### src/hw/rtl/dpdl_pkg.sv
`timescale 1ns / 1ps

package dpdl_pkg;

   // most results one item may give
   localparam int unsigned MAX_RESULTS = 10;
   localparam int unsigned COUNT_W     = $clog2(MAX_RESULTS + 1);

   typedef enum logic [2:0] {
      ST_IDLE,
      ST_DIV_LOAD,
      ST_DIV,
      ST_CHECK,
      ST_PUSH_D,
      ST_PUSH_R,
      ST_FLUSH
   } state_type;

   // controller to datapath
   typedef struct packed {
      logic load;       // take a new item
      logic div_load;   // start remainder of r by d
      logic div_step;   // one quotient bit
      logic take_q;     // r <= quotient
      logic set_found;  // d divides, inner loop active
      logic advance;    // next trial divisor, leave inner loop
      logic push_d;     // pending out, d becomes pending
      logic push_r;     // pending out, cofactor becomes pending
      logic flush;      // pending out as the last item
   } cmd_type;

   // datapath to controller
   typedef struct packed {
      logic req_zero;
      logic div_done;
      logic d_gt_q;
      logic rem_zero;
      logic found;
      logic r_gt_one;
      logic count_full;
      logic out_free;
   } status_type;

endpackage

### src/hw/rtl/dpdl_if.sv
`timescale 1ns / 1ps

interface dpdl_req_if #(
   parameter int unsigned NUMBER_BITS = 31
);
   logic                   valid;
   logic                   ready;
   logic [NUMBER_BITS-1:0] number;

   modport source (output valid, output number, input ready);
   modport sink   (input valid, input number, output ready);
endinterface

interface dpdl_rsp_if #(
   parameter int unsigned NUMBER_BITS = 31
);
   logic                   valid;
   logic                   ready;
   logic [NUMBER_BITS-1:0] prime_divisor;
   logic                   last;
   logic                   empty_res;

   modport source (output valid, output prime_divisor, output last, output empty_res,
                   input ready);
   modport sink   (input valid, input prime_divisor, input last, input empty_res,
                   output ready);
endinterface

### src/hw/rtl/distinct_prime_divisor_lister.sv
// sequencing: each divide loads, takes NUMBER_BITS quotient steps, sees done and is checked;
//    one more divide each time a factor is divided out, a push state per result item; trial
//    divisors run 2, 3, 5, ... up to the square root
// one item at a time, taken in idle; the bit-serial divider and result stalls set each run
// a zero item's single result passes the flush state into the output register
// reset: synchronous, active high; returns to idle with no result pending
`timescale 1ns / 1ps

module distinct_prime_divisor_lister #(
   parameter int unsigned NUMBER_BITS = 31
) (
   input  logic       clock,
   input  logic       reset,
   dpdl_req_if.sink   req,
   dpdl_rsp_if.source rsp
);
   // command and status between sequencer and datapath
   dpdl_pkg::cmd_type    cmd;
   dpdl_pkg::status_type status;

   // sequencer: trial loop, inner divide-out loop, result hand-off
   dpdl_ctrl u_ctrl (
      .clock     (clock),
      .reset     (reset),
      .req_valid (req.valid),
      .req_ready (req.ready),
      .status    (status),
      .cmd       (cmd)
   );

   // datapath: cofactor, trial divisor, shared divider, pending item and output register
   dpdl_datapath #(
      .NUMBER_BITS (NUMBER_BITS)
   ) u_datapath (
      .clock             (clock),
      .reset             (reset),
      .req_number        (req.number),
      .cmd               (cmd),
      .status            (status),
      .rsp_valid         (rsp.valid),
      .rsp_ready         (rsp.ready),
      .rsp_prime_divisor (rsp.prime_divisor),
      .rsp_last          (rsp.last),
      .rsp_empty_res     (rsp.empty_res)
   );

endmodule

### src/hw/rtl/dpdl_datapath.sv
`timescale 1ns / 1ps

module dpdl_datapath #(
   parameter int unsigned NUMBER_BITS = 31
) (
   input  logic                    clock,
   input  logic                    reset,
   input  logic [NUMBER_BITS-1:0]  req_number,
   input  dpdl_pkg::cmd_type       cmd,
   output dpdl_pkg::status_type    status,
   output logic                    rsp_valid,
   input  logic                    rsp_ready,
   output logic [NUMBER_BITS-1:0]  rsp_prime_divisor,
   output logic                    rsp_last,
   output logic                    rsp_empty_res
);
   localparam int unsigned W  = NUMBER_BITS;
   localparam int unsigned CW = $clog2(W + 1);

   logic [W-1:0]                 r_ff, r_in;
   logic [W-1:0]                 d_ff, d_in;
   logic [W-1:0]                 rem_ff, rem_in;
   logic [W-1:0]                 quo_ff, quo_in;
   logic [CW-1:0]                cnt_ff, cnt_in;
   logic                         found_ff, found_in;
   logic [W-1:0]                 pend_ff, pend_in;
   logic                         pend_empty_ff, pend_empty_in;
   logic [dpdl_pkg::COUNT_W-1:0] count_ff, count_in;
   logic                         out_valid_ff, out_valid_in;
   logic [W-1:0]                 out_val_ff, out_val_in;
   logic                         out_last_ff, out_last_in;
   logic                         out_empty_ff, out_empty_in;

   logic [W:0]   shifted;
   logic [W:0]   diff;
   logic         fits;
   logic         out_free;
   logic         emit;

   // restoring divider, one quotient bit per step
   assign shifted = {rem_ff, quo_ff[W-1]};
   assign diff    = shifted - {1'b0, d_ff};
   assign fits    = (shifted >= {1'b0, d_ff});

   assign out_free = !out_valid_ff || rsp_ready;
   assign emit     = cmd.push_d || cmd.push_r || cmd.flush;

   always_comb begin
      r_in          = r_ff;
      d_in          = d_ff;
      rem_in        = rem_ff;
      quo_in        = quo_ff;
      cnt_in        = cnt_ff;
      found_in      = found_ff;
      pend_in       = pend_ff;
      pend_empty_in = pend_empty_ff;
      count_in      = count_ff;
      out_val_in    = out_val_ff;
      out_last_in   = out_last_ff;
      out_empty_in  = out_empty_ff;
      out_valid_in  = rsp_ready ? 1'b0 : out_valid_ff;

      if (cmd.load) begin
         r_in          = req_number;
         d_in          = W'(2);
         found_in      = 1'b0;
         pend_in       = (req_number == '0) ? '0 : W'(1);
         pend_empty_in = (req_number == '0);
         count_in      = dpdl_pkg::COUNT_W'(1);
      end
      if (cmd.div_load) begin
         rem_in = '0;
         quo_in = r_ff;
         cnt_in = CW'(W);
      end
      if (cmd.div_step) begin
         rem_in = fits ? diff[W-1:0] : shifted[W-1:0];
         quo_in = {quo_ff[W-2:0], fits};
         cnt_in = cnt_ff - CW'(1);
      end
      if (cmd.take_q || cmd.push_d) begin
         r_in = quo_ff;
      end
      if (cmd.set_found || cmd.push_d) begin
         found_in = 1'b1;
      end
      if (cmd.advance) begin
         d_in     = (d_ff == W'(2)) ? W'(3) : d_ff + W'(2);
         found_in = 1'b0;
      end
      if (emit) begin
         out_valid_in = 1'b1;
         out_val_in   = pend_ff;
         out_last_in  = cmd.flush;
         out_empty_in = cmd.flush && pend_empty_ff;
      end
      if (cmd.push_d) begin
         pend_in  = d_ff;
         count_in = count_ff + dpdl_pkg::COUNT_W'(1);
      end
      if (cmd.push_r) begin
         pend_in  = r_ff;
         count_in = count_ff + dpdl_pkg::COUNT_W'(1);
      end
   end

   always_ff @(posedge clock) begin
      if (reset) begin
         cnt_ff       <= '0;
         found_ff     <= 1'b0;
         count_ff     <= '0;
         out_valid_ff <= 1'b0;
      end else begin
         cnt_ff       <= cnt_in;
         found_ff     <= found_in;
         count_ff     <= count_in;
         out_valid_ff <= out_valid_in;
      end
   end

   always_ff @(posedge clock) begin
      r_ff          <= r_in;
      d_ff          <= d_in;
      rem_ff        <= rem_in;
      quo_ff        <= quo_in;
      pend_ff       <= pend_in;
      pend_empty_ff <= pend_empty_in;
      out_val_ff    <= out_val_in;
      out_last_ff   <= out_last_in;
      out_empty_ff  <= out_empty_in;
   end

   always_comb begin
      status.req_zero   = (req_number == '0);
      status.div_done   = (cnt_ff == '0);
      status.d_gt_q     = (d_ff > quo_ff);
      status.rem_zero   = (rem_ff == '0);
      status.found      = found_ff;
      status.r_gt_one   = (r_ff > W'(1));
      status.count_full = (count_ff >= dpdl_pkg::COUNT_W'(dpdl_pkg::MAX_RESULTS));
      status.out_free   = out_free;
   end

   assign rsp_valid         = out_valid_ff;
   assign rsp_prime_divisor = out_val_ff;
   assign rsp_last          = out_last_ff;
   assign rsp_empty_res     = out_empty_ff;

   // never overwrite an item that is still waiting
   a_no_overwrite: assert property (@(posedge clock) disable iff (reset)
      emit |-> out_free)
      else $error("result overwritten");

   // divider counter stays within the word width
   a_cnt_range: assert property (@(posedge clock) disable iff (reset)
      cnt_ff <= CW'(W))
      else $error("divider count out of range");

   // result count never passes the limit
   a_count_limit: assert property (@(posedge clock) disable iff (reset)
      count_ff <= dpdl_pkg::COUNT_W'(dpdl_pkg::MAX_RESULTS))
      else $error("too many results");

endmodule

### src/hw/rtl/dpdl_ctrl.sv
`timescale 1ns / 1ps

module dpdl_ctrl (
   input  logic                 clock,
   input  logic                 reset,
   input  logic                 req_valid,
   output logic                 req_ready,
   input  dpdl_pkg::status_type status,
   output dpdl_pkg::cmd_type    cmd
);
   dpdl_pkg::state_type state_ff, state_in;

   always_comb begin
      state_in = state_ff;
      case (state_ff)
         dpdl_pkg::ST_IDLE: begin
            if (req_valid) begin
               state_in = status.req_zero ? dpdl_pkg::ST_FLUSH : dpdl_pkg::ST_DIV_LOAD;
            end
         end
         dpdl_pkg::ST_DIV_LOAD: state_in = dpdl_pkg::ST_DIV;
         dpdl_pkg::ST_DIV: begin
            if (status.div_done) state_in = dpdl_pkg::ST_CHECK;
         end
         dpdl_pkg::ST_CHECK: begin
            if (status.found) begin
               state_in = dpdl_pkg::ST_DIV_LOAD;
            end else if (status.d_gt_q) begin
               state_in = status.r_gt_one ? dpdl_pkg::ST_PUSH_R : dpdl_pkg::ST_FLUSH;
            end else if (status.rem_zero && !status.count_full) begin
               state_in = dpdl_pkg::ST_PUSH_D;
            end else begin
               state_in = dpdl_pkg::ST_DIV_LOAD;
            end
         end
         dpdl_pkg::ST_PUSH_D: begin
            if (status.out_free) state_in = dpdl_pkg::ST_DIV_LOAD;
         end
         dpdl_pkg::ST_PUSH_R: begin
            if (status.count_full || status.out_free) state_in = dpdl_pkg::ST_FLUSH;
         end
         dpdl_pkg::ST_FLUSH: begin
            if (status.out_free) state_in = dpdl_pkg::ST_IDLE;
         end
         default: state_in = dpdl_pkg::ST_IDLE;
      endcase
   end

   always_comb begin
      cmd       = '0;
      req_ready = 1'b0;
      case (state_ff)
         dpdl_pkg::ST_IDLE: begin
            req_ready = 1'b1;
            cmd.load  = req_valid;
         end
         dpdl_pkg::ST_DIV_LOAD: cmd.div_load = 1'b1;
         dpdl_pkg::ST_DIV:      cmd.div_step = !status.div_done;
         dpdl_pkg::ST_CHECK: begin
            if (status.found) begin
               cmd.take_q  = status.rem_zero;
               cmd.advance = !status.rem_zero;
            end else if (!status.d_gt_q) begin
               if (!status.rem_zero) begin
                  cmd.advance = 1'b1;
               end else if (status.count_full) begin
                  // divisor dropped, still divide it out
                  cmd.take_q    = 1'b1;
                  cmd.set_found = 1'b1;
               end
            end
         end
         dpdl_pkg::ST_PUSH_D: cmd.push_d = status.out_free;
         dpdl_pkg::ST_PUSH_R: cmd.push_r = status.out_free && !status.count_full;
         dpdl_pkg::ST_FLUSH:  cmd.flush  = status.out_free;
         default: ;
      endcase
   end

   always_ff @(posedge clock) begin
      if (reset) begin
         state_ff <= dpdl_pkg::ST_IDLE;
      end else begin
         state_ff <= state_in;
      end
   end

   // at most one result moves per cycle
   a_one_emit: assert property (@(posedge clock) disable iff (reset)
      $onehot0({cmd.push_d, cmd.push_r, cmd.flush}))
      else $error("several results at once");

   // the last item of a run ends it
   a_flush_idle: assert property (@(posedge clock) disable iff (reset)
      cmd.flush |=> state_ff == dpdl_pkg::ST_IDLE)
      else $error("run did not end after last item");

   // a divide keeps going until its count runs out
   a_div_hold: assert property (@(posedge clock) disable iff (reset)
      (state_ff == dpdl_pkg::ST_DIV && !status.div_done) |=> state_ff == dpdl_pkg::ST_DIV)
      else $error("divide cut short");

endmodule
### src/flat_wrapper.sv
// flat-port wrapper written by rule: the top's interface ports become plain ports
module distinct_prime_divisor_lister_flat 
#(
   parameter int unsigned NUMBER_BITS = 31
)
  (clock, reset, req_valid, req_number, req_ready, rsp_valid, rsp_prime_divisor, rsp_last, rsp_empty_res, rsp_ready);
  dpdl_req_if #(.NUMBER_BITS(NUMBER_BITS)) req_i ();
  dpdl_rsp_if #(.NUMBER_BITS(NUMBER_BITS)) rsp_i ();
  input  logic clock;
  input  logic reset;
  input wire logic [$bits(req_i.valid)-1:0] req_valid;
  input wire logic [$bits(req_i.number)-1:0] req_number;
  output wire logic [$bits(req_i.ready)-1:0] req_ready;
  output wire logic [$bits(rsp_i.valid)-1:0] rsp_valid;
  output wire logic [$bits(rsp_i.prime_divisor)-1:0] rsp_prime_divisor;
  output wire logic [$bits(rsp_i.last)-1:0] rsp_last;
  output wire logic [$bits(rsp_i.empty_res)-1:0] rsp_empty_res;
  input wire logic [$bits(rsp_i.ready)-1:0] rsp_ready;
  assign req_i.valid = req_valid;
  assign req_i.number = req_number;
  assign req_ready = req_i.ready;
  assign rsp_valid = rsp_i.valid;
  assign rsp_prime_divisor = rsp_i.prime_divisor;
  assign rsp_last = rsp_i.last;
  assign rsp_empty_res = rsp_i.empty_res;
  assign rsp_i.ready = rsp_ready;
  distinct_prime_divisor_lister #(.NUMBER_BITS(NUMBER_BITS)) u_core (.clock(clock), .reset(reset), .req(req_i), .rsp(rsp_i));
endmodule
### config.mk
export PLATFORM = sky130hd
export DESIGN_NAME = distinct_prime_divisor_lister_flat
export DESIGN_NICKNAME = d
export VERILOG_FILES = /design/src/hw/rtl/dpdl_pkg.sv /design/src/hw/rtl/dpdl_if.sv /design/src/hw/rtl/distinct_prime_divisor_lister.sv /design/src/hw/rtl/dpdl_datapath.sv /design/src/hw/rtl/dpdl_ctrl.sv /design/src/flat_wrapper.sv
export SDC_FILE = /design/constraint.sdc
export NUM_CORES = 1
export LEC_CHECK = 0
export BUFFER_PORTS_ARGS = -buffer_cell sky130_fd_sc_hd__buf_4
export CAP_MARGIN = 20
export CORE_MARGIN = 3
export CORE_UTILIZATION = 23
export CTS_BUF_LIST = sky130_fd_sc_hd__clkbuf_2 sky130_fd_sc_hd__clkbuf_4 sky130_fd_sc_hd__clkbuf_8
export DETAILED_ROUTE_END_ITERATION = 7
export PLACE_DENSITY_LB_ADDON = 0.1
export SYNTH_ARGS = -nofsm -noshare
export SYNTH_HDL_FRONTEND = slang
export SYNTH_SLANG_ARGS = --single-unit
export TNS_END_PERCENT = 30
### constraint.sdc
create_clock -name clock -period 4.2 [get_ports clock]
set_input_delay 0.63 -clock clock [delete_from_list [all_inputs] [get_ports clock]]
set_output_delay 0.63 -clock clock [all_outputs]
set_load 0.1 [all_outputs]
# Word level (Yosys, flattened, before mapping)
# Index checks and enable logic that the tools add are counted.
# classes
n_addsub	4
n_lt_le_gt_ge	4
n_eq_ne	12
n_mux	49
n_reduce_logical	25
# op_table
op	count
31-bit 2-to-1 mux	13
31-bit logical NOT	2
3-bit 2-to-1 mux	11
32-bit by 31-bit greater-or-equal comparator with 1-bit output	1
31-bit by 2-bit adder with 31-bit output (second input constant)	1
31-bit by 2-bit equality test with 1-bit output (second input constant)	1
31-bit by 1-bit greater-than comparator with 1-bit output (second input constant)	1
31-bit greater-than comparator	1
31-bit subtractor	1
3-bit one-hot mux with 7 select lines	1
1-bit 2-to-1 mux	16
4-bit 2-to-1 mux	3
5-bit 2-to-1 mux	2
2-bit != test (second input constant)	5
2-bit nonzero test	5
3-bit equality test (second input constant)	3
3-bit by 2-bit equality test with 1-bit output (second input constant)	2
1-bit logical OR	6
2-bit 2-to-1 mux	3
5-bit logical NOT	1
5-bit AND reduction	1
5-bit by 1-bit subtractor with 5-bit output (second input constant)	1
4-bit by 1-bit adder with 4-bit output (second input constant)	1
4-bit greater-or-equal comparator (second input constant)	1
6 further kinds	11
# totals
register_bits	203
out_inout_bits	35
wordCells	108

# Depth between registers and ports, before layout
# Gate-level depths: netlist of run 1.
# logic_depth
ltp_word	8
ltp_mapped	15

# Hierarchy
# A second synthesis of run 1 with hierarchy kept.
# unflattened
hier_cells	1156
hier_area_um2	11751.3
# by_module_without_submodules
mod	instances	cells_per_inst	area_per_inst_um2
dpdl_datapath	1	1100	11354.6
dpdl_ctrl	1	56	396.6

# Worst setup path after synthesis of run 1
# OpenSTA, ideal clock, no wires.
# synth_path
kind	register to register
start	register u_core.u_ctrl.state_ff[0]
end	register u_core.u_datapath.r_ff[0] (enable)
setup_time_ps	387
arrival_time_ps	4049
t_required_ps	3813
setup_slack_ps	-236
path_stages_with_launch	6
n_path_buf	1
cell_sequence	dfxtp_1 > clkbuf_1 > nor3_1 > nand2_1 > inv_1 > a211o_1
# synth_lines
element	line	source
from (decl)	dpdl_ctrl.sv:11	dpdl_pkg::state_type state_ff, state_in;
from (signal assigned)	dpdl_ctrl.sv:82	state_ff <= dpdl_pkg::ST_IDLE;
from (signal assigned)	dpdl_ctrl.sv:84	state_ff <= state_in;
to (signal assigned)	dpdl_datapath.sv:122	r_ff <= r_in;
to (decl)	dpdl_datapath.sv:20	logic [W-1:0] r_ff, r_in;

# Worst setup path after layout of run 1
# layout_path
start	register u_core.u_datapath.d_ff[10]
end	register u_core.u_datapath.rem_ff[24], data pin
# layout_between
elab_chain_len	3
elab_cells_between_ends	4
cone_classes	add/sub (1); order compare (1); mux (2)
# layout_rtl
element	line	source
from (decl)	dpdl_datapath.sv:21	logic [W-1:0] d_ff, d_in;
from (signal assigned)	dpdl_datapath.sv:123	d_ff <= d_in;
31-bit subtractor or 32-bit by 31-bit greater-or-equal comparator with 1-bit output (tied branches)	dpdl_datapath.sv:42, dpdl_datapath.sv:43	
31-bit 2-to-1 mux (*)	dpdl_datapath.sv:77	rem_in = fits ? diff[W-1:0] : shifted[W-1:0];
31-bit 2-to-1 mux (*)	dpdl_datapath.sv:76	if (cmd.div_step) begin
to (signal assigned)	dpdl_datapath.sv:124	rem_ff <= rem_in;
to (decl)	dpdl_datapath.sv:22	logic [W-1:0] rem_ff, rem_in;
# Mark *: on every way between the ends. The rest lies on a longest branch, timed or not.
# A chain may end at the register's enable or synchronous reset.

==> results by group, run 1 <==
Status
  – Outcome: finished clean

Placement
  – Placer Congestion: about 0.81
  – Area after DPL: about 0.013 sq mm
  – Hpwl dp: 27000 microns
  – Worst slack, placed: 0.599 ns
  – Placed insts: 1795
  – Number of port buffers: 69

CTS
  – Root Driver: clkbuf_8
  – Setup repair bufs after CTS: 0
  – H-tree depth: 2
  – CTS tree: done
  – Post_cts resized: 0
  – CTS sink count: 203
  – Worst-Skew Late Latency: 0.59 ns
  – Maximum clock insertion buffer count: 3
  – Cts hold-fix bufs: 0
  – Worst-path clk slew: 0.06 ns
  – CTS Buf Count: 40

Setup path
  – Max incr delay on CP: about 0.7 ns
  – Startpoint Class: register
  – CP delay by family, top: simple AND/OR/NAND/NOR gates
  – Worst setup EP type: register
  – Worst setup path category: reg -> reg
  – CP required: 4.47 ns
  – CP Data Arrival Time: 3.90 ns
  – Reg2reg setup slack: about 0.57 ns
  – Crit path max fanout: 16
  – Slowest CP cell: or3_1
  – CP cell instances: inv_1, ha_1, a21oi_2, a211oi_1, or4_4, a22oi_2, and3_4, a21oi_2, or3_1, a21oi_1, a211oi_1
  – Crit path buf inv count: 1

Floorplan
  – Chip height: around 230 microns
  – Die area: ~0.053 sq mm
  – Initial Utilization: a little under a quarter
  – Ports: 70
  – Core Region: 0.0494 sq mm
  – Die X: between 200 and 250 microns
  – Cell Rows: 81

Power and ir drop
  – Worst VDD drop: between 0.00015 and 0.0002 V
  – Total power divided by cell area: 472 mW/mm^2
  – Leakage: about 5.2 nW

STA
  – RSZ-0062 raised after global routing: false
  – Actual slew at the worst max-slew pin: approximately 0.94 ns
  – Clock Skews: roughly 0.023 ns
  – Slew headroom: 37.3%
  – Count of pins over their slew limit: 0
  – Worst setup margin: approximately 0.57 ns
  – Setup TNS: 0 ns
  – F_max: 276 MHz
  – Number of setup violations in the final report: 0
  – Fin crit share: a little under nine tenths
  – Fin. Hold Viols: 0
  – Final min period: between 3 and 4 ns

Finish
  – Layout filler cell count: approximately 5200
  – Layout cells sized above 1: between 10% and 20%
  – Number of diodes: 0
  – Most frequent cells in the layout: edfxtp_1 (189), buf_4 (95), nand2_1 (83)
  – Final cell count without fillers: roughly 1900
  – Area growth syn-to-layout: 19.8%
  – Final Instance Area: between 0.01 and 0.015 sq mm
  – Commonest non-fill, non-tap cell in the layout: edfxtp_1
  – Nets: about 1300

Detailed routing
  – ANT nets after route: 0
  – Overall routed net length: between 30000 and 40000 microns
  – Routed WL per cell: ~20 microns
  – Residual DRC: 0
  – Initial DRC count: ~450
  – Via total after detailed routing: about 8800
  – Vias per cell: around 4.7
  – Pre-Repair DR Iteration Count: 5

Synth
  – Synth warn: 0
  – Sequential-to-total area share from yosys stat: around half
  – Ys async rst share: 0%
  – #FFs+latches synth: slightly above 200
  – Dominant cells by area after synthesis: edfxtp_1 (49%), ha_1 (7.1%), xnor2_1 (3.3%)
  – EDFF count, synth: around 190
  – Synth Area in Simple Gates: 14.3%
  – Xor/xnor share of the synthesized area: ~3.9%
  – Mapped Cells: about 1100
  – Synth top area share: around half
  – Multiplexer area fraction after synthesis: under 10%
  – Ys flop type: edfxtp_1
  – Adder-Cell Fraction of Synth Area: 7.31%
  – Synth Area in Compound Gates: between 10% and 20%
  – Netlist cell types: 70
  – Biggest area consumer among synthesized cells: edfxtp_1
  – Largest family of logic cells by synthesized area: compound AO/OA/AOI/OAI gates
  – Post-Syn Nets: approximately 1200
  – Mapped Area: 0.0116 sq mm
  – Syn avg cell area: ~11 sq um

GRT
  – Initial antenna violation count: 0
  – Largest net degree at the start of global routing: 89
  – Grt total ovfl: 0
  – First-pass GRT wire length: between 50000 and 60000 microns
  – All-Layer GR Usage: approximately 14%
  – Vias in the first global route: 9035

Worst hold path
  – Hold WC Path Type: in -> reg

Run
  – Max-cap violations: 0
worst register-to-register path, cell delays in order (launching register included):
cell and delay, ns:
edfxtp_1 0.45, inv_1 0.17, ha_1 0.31, a21oi_2 0.26, a211oi_1 0.11, or4_4 0.50, a22oi_2 0.17, and3_4 0.24
a21oi_2 0.07, or3_1 0.70, a21oi_1 0.25, a211oi_1 0.07
per-layer routing:
layer	up-vias	GRT usage, %	part of all wire [%]
met2	186	22.5	46
met3	59	2.68	4.2
li1	4242	-	-
met1	4291	18.8	48
met4	0	4.29	2.6
met5	-	0	0
final timing paths:
| path | startpoint | to | cells past startpoint |
|---|---|---|---|
| max | u_core.u_datapath.d_ff[10]$_SDFFCE_PP0P_ | u_core.u_datapath.rem_ff[24]$_SDFFCE_PN0P_ | 11 |
| min | reset | u_core.u_datapath.count_ff[0]$_SDFFE_PP0P_ | 2 |
| max reg2reg | u_core.u_datapath.d_ff[10]$_SDFFCE_PP0P_ | u_core.u_datapath.rem_ff[24]$_SDFFCE_PN0P_ | 11 |
| min reg2reg | u_core.u_datapath.pend_ff[7]$_DFFE_PP_ | u_core.u_datapath.rsp_prime_divisor[7]$_DFFE_PP_ | 0 |
sequential cells by signal (all words and copies together), names as in the netlist:
register / flops
u_core.u_ctrl.state_ff: 3
u_core.u_datapath.d_ff: 31
u_core.u_datapath.found_ff: 1
u_core.u_datapath.cnt_ff: 5
u_core.u_datapath.rsp_valid: 1
u_core.u_datapath.pend_empty_ff: 1
u_core.u_datapath.quo_ff: 31
u_core.u_datapath.rsp_empty_res: 1
u_core.u_datapath.count_ff: 4
u_core.u_datapath.pend_ff: 31
u_core.u_datapath.rem_ff: 31
u_core.u_datapath.rsp_last: 1
u_core.u_datapath.r_ff: 31
u_core.u_datapath.rsp_prime_divisor: 31
synth_stat cells (all sizes together) (2+ instances only):
master   number
and2          4
o21a          6
o211a         2
a311oi        2
or2           8
nand3b        2
o31ai         6
nor3b         4
dfxtp        14
nor2         77
edfxtp      189
a221oi        2
a211o         2
nand2b        7
o211ai       13
xnor2        44
and4          2
xor2          8
or4           2
o21bai        3
a21oi        68
a21o         23
ha           66
nor4         34
a22o         31
inv          75
o21ai        68
and3         11
a31oi         5
nor2b         7
o31a          6
nand3        35
or3           5
o22ai         6
mux2         32
a2111oi       4
nand4        24
buf          11
nor3         23
a211oi       12
nand2        84
clkbuf       38
final cells by class:
| type | instances | area, sq um | share of cell area [%] |
|---|---|---|---|
| sequential | 203 | 5960 | 43.0 |
| multi-input combinational | 753 | 5150 | 37.2 |
| timing repair buffer | 101 | 833 | 6.01 |
| tap | 664 | 831 | 5.99 |
| clock buffer | 59 | 731 | 5.27 |
| inverter | 75 | 282 | 2.03 |
| clock inverter | 9 | 73.8 | 0.533 |
stage by stage:
stage,util [%],total power [mW],hold slack [ns]
global route,28.1,6.94,0.321
global placement,26.4,4.54,0.401
CTS,28.0,6.66,0.300
detailed placement,26.4,4.50,0.405
floorplan,-,3.89,0.400
finish,28.1,6.54,0.345
cell families after synthesis:
logic type               Yosys count
XOR/XNOR                          52
adder cells (fa/ha/maj)           67
AND/OR/NAND/NOR                  333
flip-flops                       203
AO/OA/AOI/OAI                    268
multiplexers                      33
buffers and inverters            124
power breakdown:
group | switching, mW | internal [mW] | total [mW] | leakage, nW
Combinational | 1.11 | 0.656 | 1.77 | 2.86
Sequential | 0.191 | 2.50 | 2.69 | 1.92
Clock | 0.907 | 1.17 | 2.08 | 0.428
Total | 2.21 | 4.33 | 6.54 | 5.21
(Power assumes the default switching activity.)
==> run 2: changes to the inputs <==
Clock period 4.2 ns to 3.7 ns, I/O delays scaled along.
==> run 2 against run 1 <==
Compared with the run above: power grew 15%; first-iteration DRC count grew 34%; final area grew 1.6%; clock power grew 17%; utilization grew 0.46 points; critical path type unchanged; critical path depth is the same.
==> results by group, run 2 (synthesis results as in run 1) <==
Status
  – Outcome: finished clean (unchanged)

STA
  – Final min period: 3.47 ns (was 3.63 ns)
  – Actual slew at the worst max-slew pin: 0.890 ns (was 0.940 ns)
  – Fin. Hold Viols: 0 (unchanged)
  – Slew headroom: 40.7% (was 37.3%)
  – Final hold slack: 0.287 ns (was 0.345 ns)
  – Setup TNS: 0 ns (unchanged)
  – RSZ-0062 raised after global routing: false (unchanged)
  – F_max: 288 MHz (was 276 MHz)
  – Number of setup violations in the final report: 0 (unchanged)
  – Worst setup margin: 0.229 ns (was 0.575 ns)
  – Clock Skews: 0.0229 ns (about the same)
  – Count of pins over their slew limit: 0 (unchanged)
  – Fin crit share: 93.8% (was 86.3%)

Worst hold path
  – Hold WC Path Type: in -> reg (unchanged)
  – Worst hold start: req_number[17] (was reset)
  – Hold Path Stages: 2 (unchanged)

Floorplan
  – Chip height: 230 microns (unchanged)
  – Die area: 0.0530 sq mm (unchanged)
  – Die X: 230 microns (unchanged)
  – Cell Rows: 81 (unchanged)
  – Initial Utilization: 23.4% (unchanged)
  – Ports: 70 (unchanged)
  – Core Region: 0.0494 sq mm (unchanged)

Setup path
  – Reg2Reg Depth: 11 (unchanged)
  – Worst setup EP type: register (unchanged)
  – CP startpoint: u_core.u_datapath.d_ff[4]$_SDFFCE_PP0P_ (was u_core.u_datapath.d_ff[10]$_SDFFCE_PP0P_)
  – Startpoint Class: register (unchanged)
  – CP Data Arrival Time: 3.77 ns (was 3.90 ns)
  – Crit path max fanout: 5 (was 16)
  – Worst setup path category: reg -> reg (unchanged)
  – CP required: 4.00 ns (was 4.47 ns)
  – Crit Reg-Reg Startpoint: u_core.u_datapath.d_ff[4]$_SDFFCE_PP0P_ (was u_core.u_datapath.d_ff[10]$_SDFFCE_PP0P_)

CTS
  – CTS Buf Count: 39 (was 40)
  – Worst-Skew Late Latency: 0.58 ns (was 0.59 ns)
  – Worst-path clk slew: 0.06 ns (about the same)
  – Maximum clock insertion buffer count: 3 (unchanged)
  – Root Driver: clkbuf_8 (unchanged)
  – H-tree depth: 2 (unchanged)
  – CTS sink count: 203 (unchanged)
  – CTS tree: done (unchanged)

GRT
  – Vias in the first global route: 9209 (was 9035)
  – All-Layer GR Usage: 13.9% (about the same)
  – Grt total ovfl: 0 (unchanged)
  – First-pass GRT wire length: 57000 microns (was 56800 microns)
  – Initial antenna violation count: 0 (unchanged)
  – Largest net degree at the start of global routing: 61 (was 89)

Detailed routing
  – Via total after detailed routing: 8812 (was 8778)
  – ANT nets after route: 0 (unchanged)
  – Pre-Repair DR Iteration Count: 5 (unchanged)
  – Initial DRC count: 598 (was 445)
  – Residual DRC: 0 (unchanged)
  – Overall routed net length: 36900 microns (was 37100 microns)
  – Vias per cell: 4.66 (was 4.71)
  – Routed WL per cell: 19.5 microns (was 19.9 microns)

Finish
  – Layout cells sized above 1: 20.5% (was 18.8%)
  – Most frequent cells in the layout: edfxtp_1 (189), buf_4 (120), nand2_1 (83) (was edfxtp_1 (189), buf_4 (95), nand2_1 (83))
  – Final Instance Area: 0.0141 sq mm (was 0.0139 sq mm)
  – Area growth syn-to-layout: 21.8% (was 19.8%)
  – Area of the multi-input gates: 0.00518 sq mm (was 0.00515 sq mm)
  – Final cell count without fillers: 1890 (was 1864)
  – Nets: 1300 (was 1276)
  – Commonest non-fill, non-tap cell in the layout: edfxtp_1 (unchanged)
  – Core Util, Final: 28.5% (was 28.1%)
  – Number of diodes: 0 (unchanged)
  – Layout filler cell count: 5205 (was 5220)
  – Reg area: 0.00596 sq mm (unchanged)

Placement
  – Hpwl dp: 27200 microns (was 27000 microns)
  – Placer Congestion: 0.811 (was 0.815)
  – Area after DPL: 0.0132 sq mm (was 0.0130 sq mm)
  – Placed insts: 1818 (was 1795)
  – Number of port buffers: 69 (unchanged)
  – Worst slack, placed: 0.135 ns (was 0.599 ns)

Power and ir drop
  – Total power divided by cell area: 535 mW/mm^2 (was 472 mW/mm^2)
  – Worst VDD drop: 0.000174 V (about the same)
  – Total Power: 7.54 mW (was 6.54 mW)
  – Leakage: 5.34 nW (was 5.21 nW)

Run
  – Max-cap violations: 0 (unchanged)
## run 2: cell count changes in the layout (fill, tap and decap cells not counted), moves of 2 or more
cell,before,now
buf_4,95,120
bufinv_16,1,3
clkinv_2,4,7
clkbuf_4,13,11
clkbuf_8,46,42
clkinv_1,2,4
## run 2: what timing repair did
item                                    CTS  global route
endpoints found under the hold margin     0             0
endpoints found under the setup margin    0            16
gates resized for setup                   0             4
setup buffers                             0             2
hold buffers                              0             0
## run 2: metal layers
| layer | global-route usage [%] | routed length [microns] |
|---|---|---|
| met4 | 4.35 | 960 |
| met2 | 22.5 | 16900 |
| met3 | 2.51 | 1340 |
| met1 | 19.0 | 17700 |
| met5 | 0 | 0 |
## run 2: layout make-up
class	instances	area share [%]
repair buffers	126	7.25
well taps	664	5.90
clock buffers	53	4.69
clock inverters	16	1.12
multi-input cells	753	36.8
inverters	75	2.00
flip-flops and latches	203	42.3
## run 2: final timing paths
path | endpoint | slack [ns]
max | u_core.u_datapath.rem_ff[27]$_SDFFCE_PN0P_ | 0.23
min | u_core.u_datapath.r_ff[17]$_DFFE_PP_ | 0.29
max reg2reg | u_core.u_datapath.rem_ff[27]$_SDFFCE_PN0P_ | 0.23
min reg2reg | u_core.u_datapath.rsp_prime_divisor[27]$_DFFE_PP_ | 0.42
## run 2: report_power, final
part | total, mW | switching (mW) | internal [mW]
clock network | 2.43 | 1.05 | 1.37
registers | 3.03 | 0.193 | 2.84
logic | 2.08 | 1.29 | 0.797
## run 2: critical path: stages (launching register included)
cell and delay (ns):
edfxtp_1 0.42, inv_1 0.12, ha_1 0.38, or3_1 0.38
a21oi_2 0.15, a21o_2 0.18, a2111oi_4 0.10, o31a_1 0.40
a221oi_4 0.35, mux2i_1 0.13, a2111oi_2 0.46, o22ai_1 0.13
==> run 3: changes to the inputs <==
Settings changed: MAX_ROUTING_LAYER from default to met4.
Clock period 3.7 ns to 4.1 ns, I/O delays scaled along.
==> run 3 against run 2 <==
Compared with the run above: flip-flop and latch count did not move; wire length grew 0.77%; clock power fell by 14%; clock skew down 0.0082 ns; combinational power down 13%; sequential share of layout area rose by 0.73 points.
==> results by group, run 3 (synthesis results as in run 1) <==
GRT
  – Initial antenna violation count: 0 (unchanged)
  – Grt total ovfl: 0 (unchanged)
  – Vias in the first global route: 8925 (was 9209)
  – All-Layer GR Usage: 14.4% (was 13.9%)
  – First-pass GRT wire length: 56500 microns (was 57000 microns)
  – Largest net degree at the start of global routing: 49 (was 61)

Placement
  – Area after DPL: 0.0130 sq mm (was 0.0132 sq mm)
  – Worst slack, placed: 0.451 ns (was 0.135 ns)
  – Number of port buffers: 69 (unchanged)
  – Hpwl dp: 27000 microns (was 27200 microns)
  – Placer Congestion: 0.829 (was 0.811)

CTS
  – CTS Buf Count: 40 (was 39)
  – Cts hold-fix bufs: 0 (unchanged)
  – Root Driver: clkbuf_8 (unchanged)
  – CTS tree: done (unchanged)
  – Maximum clock insertion buffer count: 3 (unchanged)
  – Setup repair bufs after CTS: 0 (unchanged)
  – Worst-path clk slew: 0.06 ns (about the same)
  – Post_cts resized: 0 (unchanged)
  – CTS sink count: 203 (unchanged)
  – Worst-Skew Late Latency: 0.57 ns (was 0.58 ns)
  – H-tree depth: 2 (unchanged)

STA
  – Final min period: 3.64 ns (was 3.47 ns)
  – Fin. Hold Viols: 0 (unchanged)
  – Count of pins over their slew limit: 0 (unchanged)
  – Setup TNS: 0 ns (unchanged)
  – Slew headroom: 40.3% (was 40.7%)
  – Clock Skews: 0.0147 ns (was 0.0229 ns)
  – Fin crit share: 88.7% (was 93.8%)
  – Number of setup violations in the final report: 0 (unchanged)
  – Worst setup margin: 0.464 ns (was 0.229 ns)
  – F_max: 275 MHz (was 288 MHz)
  – RSZ-0062 raised after global routing: false (unchanged)
  – Actual slew at the worst max-slew pin: 0.892 ns (was 0.890 ns)

Setup path
  – Slowest CP cell: or3_1 (was a2111oi_2)
  – CP cell instances: inv_1, ha_1, a21oi_2, a211oi_1, or4_4, a22oi_2, and3_4, a21oi_2, or3_1, a21oi_1, a211oi_1 (was inv_1, ha_1, or3_1, a21oi_2, a21o_2, a2111oi_4, o31a_1, a221oi_4, mux2i_1, a2111oi_2, o22ai_1)
  – Worst setup EP type: register (unchanged)
  – Crit Reg-Reg Startpoint: u_core.u_datapath.d_ff[10]$_SDFFCE_PP0P_ (was u_core.u_datapath.d_ff[4]$_SDFFCE_PP0P_)
  – Max incr delay on CP: 0.70 ns (was 0.46 ns)
  – Crit path max fanout: 16 (was 5)
  – Crit path buf inv count: 1 (unchanged)
  – Reg2reg setup slack: 0.46 ns (was 0.23 ns)
  – RR Endpoint: u_core.u_datapath.rem_ff[0]$_SDFFCE_PN0P_ (was u_core.u_datapath.rem_ff[27]$_SDFFCE_PN0P_)
  – Startpoint Class: register (unchanged)
  – CP delay by family, top: simple AND/OR/NAND/NOR gates (was compound AO/OA/AOI/OAI gates)
  – Worst setup path category: reg -> reg (unchanged)
  – Reg2Reg Depth: 11 (unchanged)
  – CP Data Arrival Time: 3.94 ns (was 3.77 ns)
  – CP required: 4.40 ns (was 4.00 ns)

Worst hold path
  – Hold Path Stages: 2 (unchanged)
  – Worst hold start: reset (was req_number[17])
  – Hold WC Path Type: in -> reg (unchanged)
  – Hold endpoint: u_core.u_datapath.count_ff[0]$_SDFFE_PP0P_ (was u_core.u_datapath.r_ff[17]$_DFFE_PP_)

Power and ir drop
  – Leakage: 5.21 nW (was 5.34 nW)
  – Worst VDD drop: 0.000197 V (was 0.000174 V)
  – Total power divided by cell area: 480 mW/mm^2 (was 535 mW/mm^2)

Detailed routing
  – Overall routed net length: 37200 microns (was 36900 microns)
  – ANT nets after route: 0 (unchanged)
  – Vias per cell: 4.67 (was 4.66)
  – Residual DRC: 0 (unchanged)
  – Via total after detailed routing: 8722 (was 8812)
  – Pre-Repair DR Iteration Count: 5 (unchanged)
  – Initial DRC count: 563 (was 598)
  – Routed WL per cell: 19.9 microns (was 19.5 microns)

Run
  – Max-cap violations: 0 (unchanged)

Floorplan
  – Core Region: 0.0494 sq mm (unchanged)
  – Die X: 230 microns (unchanged)
  – Chip height: 230 microns (unchanged)
  – Ports: 70 (unchanged)
  – Initial Utilization: 23.4% (unchanged)
  – Die area: 0.0530 sq mm (unchanged)
  – Cell Rows: 81 (unchanged)

Finish
  – Layout cells sized above 1: 19.0% (was 20.5%)
  – Number of diodes: 0 (unchanged)
  – Layout filler cell count: 5199 (was 5205)
  – Commonest non-fill, non-tap cell in the layout: edfxtp_1 (unchanged)
  – Nets: 1279 (was 1300)
  – Area growth syn-to-layout: 19.7% (was 21.8%)
  – Final Instance Area: 0.0138 sq mm (was 0.0141 sq mm)
  – Most frequent cells in the layout: edfxtp_1 (189), buf_4 (99), nand2_1 (83) (was edfxtp_1 (189), buf_4 (120), nand2_1 (83))

Status
  – Outcome: finished clean (unchanged)
[run 3: metal layers]
metal,wire (microns),vias up,global-route usage [%]
met5,0,-,-
met3,1570,51,2.84
met1,17600,4264,18.8
met2,17100,162,22.5
li1,-,4245,-
met4,924,0,4.31
[run 3: layout make-up]
cell class | instances | area [sq um] | area share, %
sequential | 203 | 5960 | 43.0
clock inverter | 8 | 66.3 | 0.479
timing repair buffer | 104 | 843 | 6.09
multi-input combinational | 753 | 5150 | 37.2
clock buffer | 61 | 714 | 5.16
inverter | 75 | 282 | 2.03
tap | 664 | 831 | 6.00
[run 3: stage by stage]
step	total power, mW	std cells	hold slack (ns)	utilization [%]
after floorplan	3.98	1080	0.400	-
after global placement	4.64	1798	0.400	26.4
after detailed placement	4.61	1798	0.405	26.4
after CTS	6.78	1867	0.285	28.0
after global routing	7.08	1868	0.309	28.1
final	6.65	1868	0.343	28.1
[run 3: where the power goes]
group / switching, mW / internal, mW / leakage, nW
registers: 0.191 / 2.56 / 1.92
logic: 1.13 / 0.677 / 2.87
clock network: 0.921 / 1.17 / 0.414
total: 2.25 / 4.40 / 5.21
[run 3: how the worst max path moves through the flow]
stage                                                 end  cells after the start  slack [ns]                                      from
3_3_place_gp   u_core.u_datapath.rem_ff[27]$_SDFFCE_PN0P_                     11        0.50   u_core.u_datapath.d_ff[1]$_SDFFCE_PP1P_
5_1_grt        u_core.u_datapath.rem_ff[27]$_SDFFCE_PN0P_                     11        0.18   u_core.u_datapath.d_ff[1]$_SDFFCE_PP1P_
2_1_floorplan         u_core.u_datapath.r_ff[0]$_DFFE_PP_                      5        0.72    u_core.u_ctrl.state_ff[2]$_SDFFE_PP0P_
6_report        u_core.u_datapath.rem_ff[0]$_SDFFCE_PN0P_                     11        0.46  u_core.u_datapath.d_ff[10]$_SDFFCE_PP0P_
4_1_cts        u_core.u_datapath.rem_ff[27]$_SDFFCE_PN0P_                     11        0.42   u_core.u_datapath.d_ff[1]$_SDFFCE_PP1P_
3_5_place_dp   u_core.u_datapath.rem_ff[27]$_SDFFCE_PN0P_                     11        0.45   u_core.u_datapath.d_ff[1]$_SDFFCE_PP1P_
